[config.mk]
export PLATFORM = sky130hd
export DESIGN_NAME = smn_sqrt
export DESIGN_NICKNAME = d
export VERILOG_FILES = /design/src/rtl/smn_pkg.sv /design/src/rtl/smn_sqrt.sv
export SDC_FILE = /design/constraint.sdc
export NUM_CORES = 1
export LEC_CHECK = 0
export ABC_CLOCK_PERIOD_IN_PS = 4000
export BUFFER_PORTS_ARGS = -buffer_cell sky130_fd_sc_hd__buf_2
export CAP_MARGIN = 20
export CORE_ASPECT_RATIO = 1.75
export CORE_MARGIN = 2
export CORE_UTILIZATION = 45
export DETAILED_ROUTE_END_ITERATION = 8
export PLACE_DENSITY = 0.73
export SYNTH_ARGS = -nofsm -noshare
export SYNTH_HDL_FRONTEND = slang
export SYNTH_SLANG_ARGS = --single-unit
export TNS_END_PERCENT = 1
[constraint.sdc]
create_clock -name i_clk -period 4 [get_ports i_clk]
set_input_delay 0.6 -clock i_clk [delete_from_list [all_inputs] [get_ports i_clk]]
set_output_delay 0.6 -clock i_clk [all_outputs]
set_load 0.05 [all_outputs]
[src/rtl/smn_pkg.sv]
// ----------------------------------------------------------------------------
// smn_pkg: shared constants and types for the scaled median of point norms
// Widths, capacity, reciprocal for the divide by 100, sequencer states.
// ----------------------------------------------------------------------------
package smn_pkg;

    localparam int MAX_POINTS = 1024;
    localparam int ADDR_W     = $clog2(MAX_POINTS);
    localparam int CNT_W      = $clog2(MAX_POINTS + 1);
    localparam int COORD_W    = 24;
    localparam int NORM_W     = 25;
    localparam int RAD_W      = 48;
    localparam int ROOT_W     = 24;
    localparam int MUL_W      = 27;
    localparam int PROD_W     = 2 * MUL_W;
    localparam int BIT_W      = 5;
    localparam int STEP_W     = 5;
    localparam int SIGMA_W    = 19;
    localparam int USED_W     = 11;

    // floor(s / 100) == (s * RECIP) >> RECIP_SHIFT for every s below 2^30
    localparam logic [MUL_W-1:0] RECIP = 27'd85899346;
    localparam int RECIP_SHIFT = 33;

    typedef enum logic [3:0] {
        ST_IDLE,
        ST_MUL,
        ST_SQRT,
        ST_SEL_INIT,
        ST_SCAN,
        ST_BIT,
        ST_SCALE,
        ST_FIN
    } t_state;

endpackage

[src/rtl/smn_sqrt.sv]
// ----------------------------------------------------------------------------
// smn_sqrt: iterative integer square root
// Restoring digit-by-digit root, one result bit per cycle, floor of the root.
// ----------------------------------------------------------------------------
module smn_sqrt (
    input  logic                         i_clk,
    input  logic                         i_rst_n,
    input  logic                         i_start,
    input  logic [smn_pkg::RAD_W-1:0]    i_radicand,
    output logic                         o_done,
    output logic [smn_pkg::ROOT_W-1:0]   o_root
);
    import smn_pkg::*;

    logic                r_busy;
    logic [STEP_W-1:0]   r_step;
    logic [RAD_W-1:0]    r_rad;
    logic [ROOT_W+1:0]   r_rem;
    logic [ROOT_W-1:0]   r_root;
    logic                r_done;

    logic [ROOT_W+1:0]   rem_sh;
    logic [ROOT_W+1:0]   trial;
    logic                take;

    assign rem_sh = {r_rem[ROOT_W-1:0], r_rad[RAD_W-1 -: 2]};
    assign trial  = {r_root, 2'b01};
    assign take   = (rem_sh >= trial);

    always_ff @(posedge i_clk) begin
        if (!i_rst_n) begin
            r_busy <= 1'b0;
            r_done <= 1'b0;
        end else begin
            r_done <= 1'b0;
            if (i_start) begin
                r_busy <= 1'b1;
                r_step <= STEP_W'(ROOT_W - 1);
                r_rad  <= i_radicand;
                r_rem  <= '0;
                r_root <= '0;
            end else if (r_busy) begin
                r_rad  <= {r_rad[RAD_W-3:0], 2'b00};
                r_rem  <= take ? (rem_sh - trial) : rem_sh;
                r_root <= {r_root[ROOT_W-2:0], take};
                if (r_step == '0) begin
                    r_busy <= 1'b0;
                    r_done <= 1'b1;
                end else begin
                    r_step <= r_step - 1'b1;
                end
            end
        end
    end

    assign o_done = r_done;
    assign o_root = r_root;

endmodule

# After elaboration in Yosys (flattened, before gate mapping)

Cells that the tools add are included.

Register bits: 103
Output and inout port bits: 25

Add/sub/neg operators: 2
Magnitude comparators: 1
Equal/unequal tests: 1
Multiplexer cells: 11
Bitwise gates (word level): 2
Reductions and logical operators: 5

Operators with widths:

| operator                                          | number |
|---|---|
| 2-to-1 mux 48 bit                                 | 2 |
| 2-to-1 mux 24 bit                                 | 3 |
| greater-or-equal comparator 26 bit                | 1 |
| subtractor 24 bit                                 | 1 |
| 2-to-1 mux 5 bit                                  | 2 |
| logical NOT 5 bit                                 | 1 |
| subtractor 5 x 1 -> 5 bit (second input constant) | 1 |
| 2-to-1 mux 1 bit                                  | 4 |
| AND reduction 3 bit                               | 1 |
| OR reduction 3 bit                                | 1 |
| != test 2 bit (second input constant)             | 1 |
| inverter 1 bit                                    | 2 |
| AND reduction 2 bit                               | 1 |
| nonzero test 2 bit                                | 1 |

# Depth between registers and ports, before layout

Depth in word-level cells: 4
Mapped depth: 13

# Worst setup path after synthesis

No wires, ideal clock.

Path kind: input -> register
Start point: in i_start
End point: reg r_step[0], enable pin
Data arrival time: 3727 ps
Data required time: 3625 ps
Path slack: -102 ps
Cell stages on the path: 3
Buffers on the path: 1
Path through: clkbuf_1 -> o21a_1 -> a21boi_0

Cells in the longest elaborated chain, start to end: 2
Elaborated cells on any way between the ends: 3
Classes of those cells: eq/ne: 1; reduce/logical: 2

RTL lines:

| item                                                                        | RTL line       | text |
|---|---|---|
| start: declaration                                                          | smn_sqrt.sv:8  | `input logic i_start,` |
| != test 2 bit (no source line) / nonzero test 2 bit (equally long branches) | --             |  |
| AND reduction 3 bit (no source line) *                                      | --             |  |
| end signal: assignment                                                      | smn_sqrt.sv:38 | `r_step <= STEP_W'(ROOT_W - 1);` |
| end signal: assignment                                                      | smn_sqrt.sv:50 | `r_step <= r_step - 1'b1;` |
| end: declaration                                                            | smn_sqrt.sv:16 | `logic [STEP_W-1:0] r_step;` |

Mark *: on every way between the ends. The rest lies on a longest branch, timed or not.
A chain may end at the register's enable or synchronous reset.

# Worst setup path in the final report

Start point: reg r_rem[9]
End point: reg r_rem[6] (data pin)

Cells in the longest elaborated chain, start to end: 3

RTL lines:

| item                               | RTL line       | text |
|---|---|---|
| start: declaration                 | smn_sqrt.sv:18 | `logic [ROOT_W+1:0] r_rem;` |
| start signal: assignment           | smn_sqrt.sv:44 | `r_rem <= take ? (rem_sh - trial) : rem_sh;` |
| greater-or-equal comparator 26 bit | smn_sqrt.sv:28 | `assign take = (rem_sh >= trial);` |
| 2-to-1 mux 24 bit                  | smn_sqrt.sv:44 |  |
| 2-to-1 mux 24 bit                  | smn_sqrt.sv:42 | `end else if (r_busy) begin` |

Every way passes these cells. The select of a mux whose other input is x is not followed.

==> impl_metrics.ini <==
[status]
outcome = finished clean

[die]
die_w_um = 87.92
initial_utilization_pct = 46.20
io_pins = 76
die_h_um = 150.9
die-area_sq_um = 13260
core_region_area_sq_um = 12000
rows = 53

[yosys]
synth_nets = 548
ys_seq_area_share_pct = 55.42
ys_ff_latch = 103
synth_area_sq_um = 5545
synth_cell_types = 50
async_flop_share_pct = 0
synth_area_per_cell_sq_um = 11.82
ys.flop_type = edfxtp_1
synth_area_leader_cell = edfxtp_1
syn_inst = 469
synth_edf_count = 101
synth-warning-count = 0
yosys-top-cells-area = edfxtp_1 (55%), mux2_2 (9.3%), ha_1 (6.3%)
synthDominantCellAreaShare_pct = 54.69

[worst_setup_path]
arrival_ps = 3280
crit_type = flip-flop to flip-flop
worstSetupEndpointType = flip-flop
path_max_fanout = 18
r2r_cells = 9
start_kind = flip-flop
timing.critical_path.required_ps = 4090

[place]
dpl_cell_area_sq_um = 6087
port_buffers = 75
gp_congestion = 0.9136
place_hpwl_mm = 8.068
post-place-ws_ps = 835.7

[routing]
avgViaCountPerCell = 5.392
route.vias.total = 3834
drc = 0
first_iter_violations = 285
wl_per_cell_um = 15.87
drt-total-wl_mm = 11.28
drtPass1Iterations = 4
final_antenna_net_count = 0

[grt]
grt_pass1_vias = 4072
grtUsageTotal_pct = 18.11
overflow = 0
grt_first_pass_wirelength_mm = 18.76
antenna_found_initial = 0
grt_max_degree = 61

[pwr]
power.internal_mw = 1.970
p_leak_nw = 2.566
power_frac_clock_pct = 31.3
p_switching_mw = 0.8417
swShare_pct = 29.94
pwr-share-seq_pct = 47.1
ir_drop_uv = 330.0
pwr-share-comb_pct = 21.6
powerDensity_nw_per_um2 = 440.2
p_total_mw = 2.811

[clock_network]
tritoncts = done
cts_setup_buffers = 0
cts-htree-levels = 3
cts_sinks = 103
cts_buffers = 9
clkLatencyLatePin_ps = 350
cts.repair.resized = 0
path_clk_slew_ps = 80
cts.path.max_buffers = 2
cts.hold.buffers_added = 0
clockRootBuffer = clkbuf_16

[worst_hold_path]
hold_path_depth = 1
hold_path_class = flip-flop to flip-flop

[sta]
fin_ws_ps = 803.3
rsz0062_at_grt = false
relSlewSlack_pct = 48.46
fmax_mhz = 312.8
fin_crit_ps = 3197
clock_skew_ps = 7.048
setup_violations = 0
tightest_slew_ps = 766.2
min_period_over_period_pct = 79.92
setup_tns_ps = 0
final_hold_viol_count = 0
slew_violations = 0

[finish]
final_nets = 620
design_area_sq_um = 6387
antenna_cells = 0
drive_gt1_share_pct = 26.92
syn_to_final_growth_pct = 15.19

[job]
cap_violations = 0
## worst max-delay path, cell delays in order (launching register included)
cell	delay, ps
edfxtp_1	400
ha_1	370
a21o_1	210
a211oi_1	340
o211ai_1	200
o21a_4	250
a211oi_2	260
or2_1	610
o31a_1	240
nor2_1	50
## flip-flops by register name (all words and copies together), names as in the netlist
name,count
r_rem,24
r_busy,1
o_done,1
r_rad,48
o_root,24
r_step,5
## cell usage in the layout, fill, tap and decap left out, types with 10 or more instances in the layout
cell type / netlist / layout
inv_1: 38 / 38
mux2_2: 46 / 46
a21oi_1: 25 / 25
edfxtp_1: 101 / 101
ha_1: 28 / 28
o21ai_0: 12 / 12
nor3_1: 15 / 15
o21a_1: 15 / 14
nand2_1: 40 / 40
xnor2_1: 10 / 10
nor2_1: 43 / 43
buf_2: 1 / 74
## synthesized netlist by cell type, types with 9 or more instances
master,instances
nor3_1,15
inv_1,38
xnor2_1,10
ha_1,28
o21a_1,15
edfxtp_1,101
a21oi_1,25
nand2_1,40
o21ai_0,12
clkbuf_1,11
mux2_2,46
a21o_1,9
nor2_1,43
## metrics by stage
step,std cells,utilization [%],hold WS (ps)
after detailed placement,695,50.71,510.8
after floorplan,469,-,490.2
after CTS,711,53.22,518.8
final,711,53.22,520.5
after global routing,711,53.22,532.7
after global placement,695,50.71,506.1
## final timing paths
check,from,endpoint,slack (ps)
max,r_rem[9],r_rem[6],800
min,r_busy,o_done,520
max reg2reg,r_rem[9],r_rem[6],800
min reg2reg,r_busy,o_done,520
## cell families after synthesis
kind of cell               synth area share, %
AOI/OAI and AO/OA                        12.70
and+or+nand+nor                          10.11
muxes                                    9.522
adders and majority gates                6.318
buffers and inverters                    3.881
xor gates and xnor gates                 2.053
DFF                                      55.42
## routing by layer
metal | vias to the layer above | routed length, um | share of wire [%] | track usage [%]
met5 | - | 0 | 0 | 0
met2 | 93 | 6104 | 54 | 32.50
li1 | 1879 | - | - | -
met1 | 1849 | 4452 | 39 | 20.73
met4 | 0 | 191 | 1.7 | 6.692
met3 | 13 | 532 | 4.7 | 3.924
## final cells by class
class	count	area [sq um]
clock buffer	9	225.2
clock inverter	7	75.07
fill	1045	5615
inverter	38	142.6
multi-input combinational	311	2265
sequential	103	3073
tap	165	206.4
timing repair buffer	78	400.4
## power groups by stage
stage	Sequential [mW]	Combinational (mW)	Clock (mW)
after floorplan	1.39	0.419	0
after global placement	1.35	0.590	0
after detailed placement	1.35	0.603	0
after CTS	1.32	0.607	0.898
after global routing	1.33	0.671	0.929
final	1.32	0.608	0.880
Note: power is estimated with default switching activity, not from simulation.
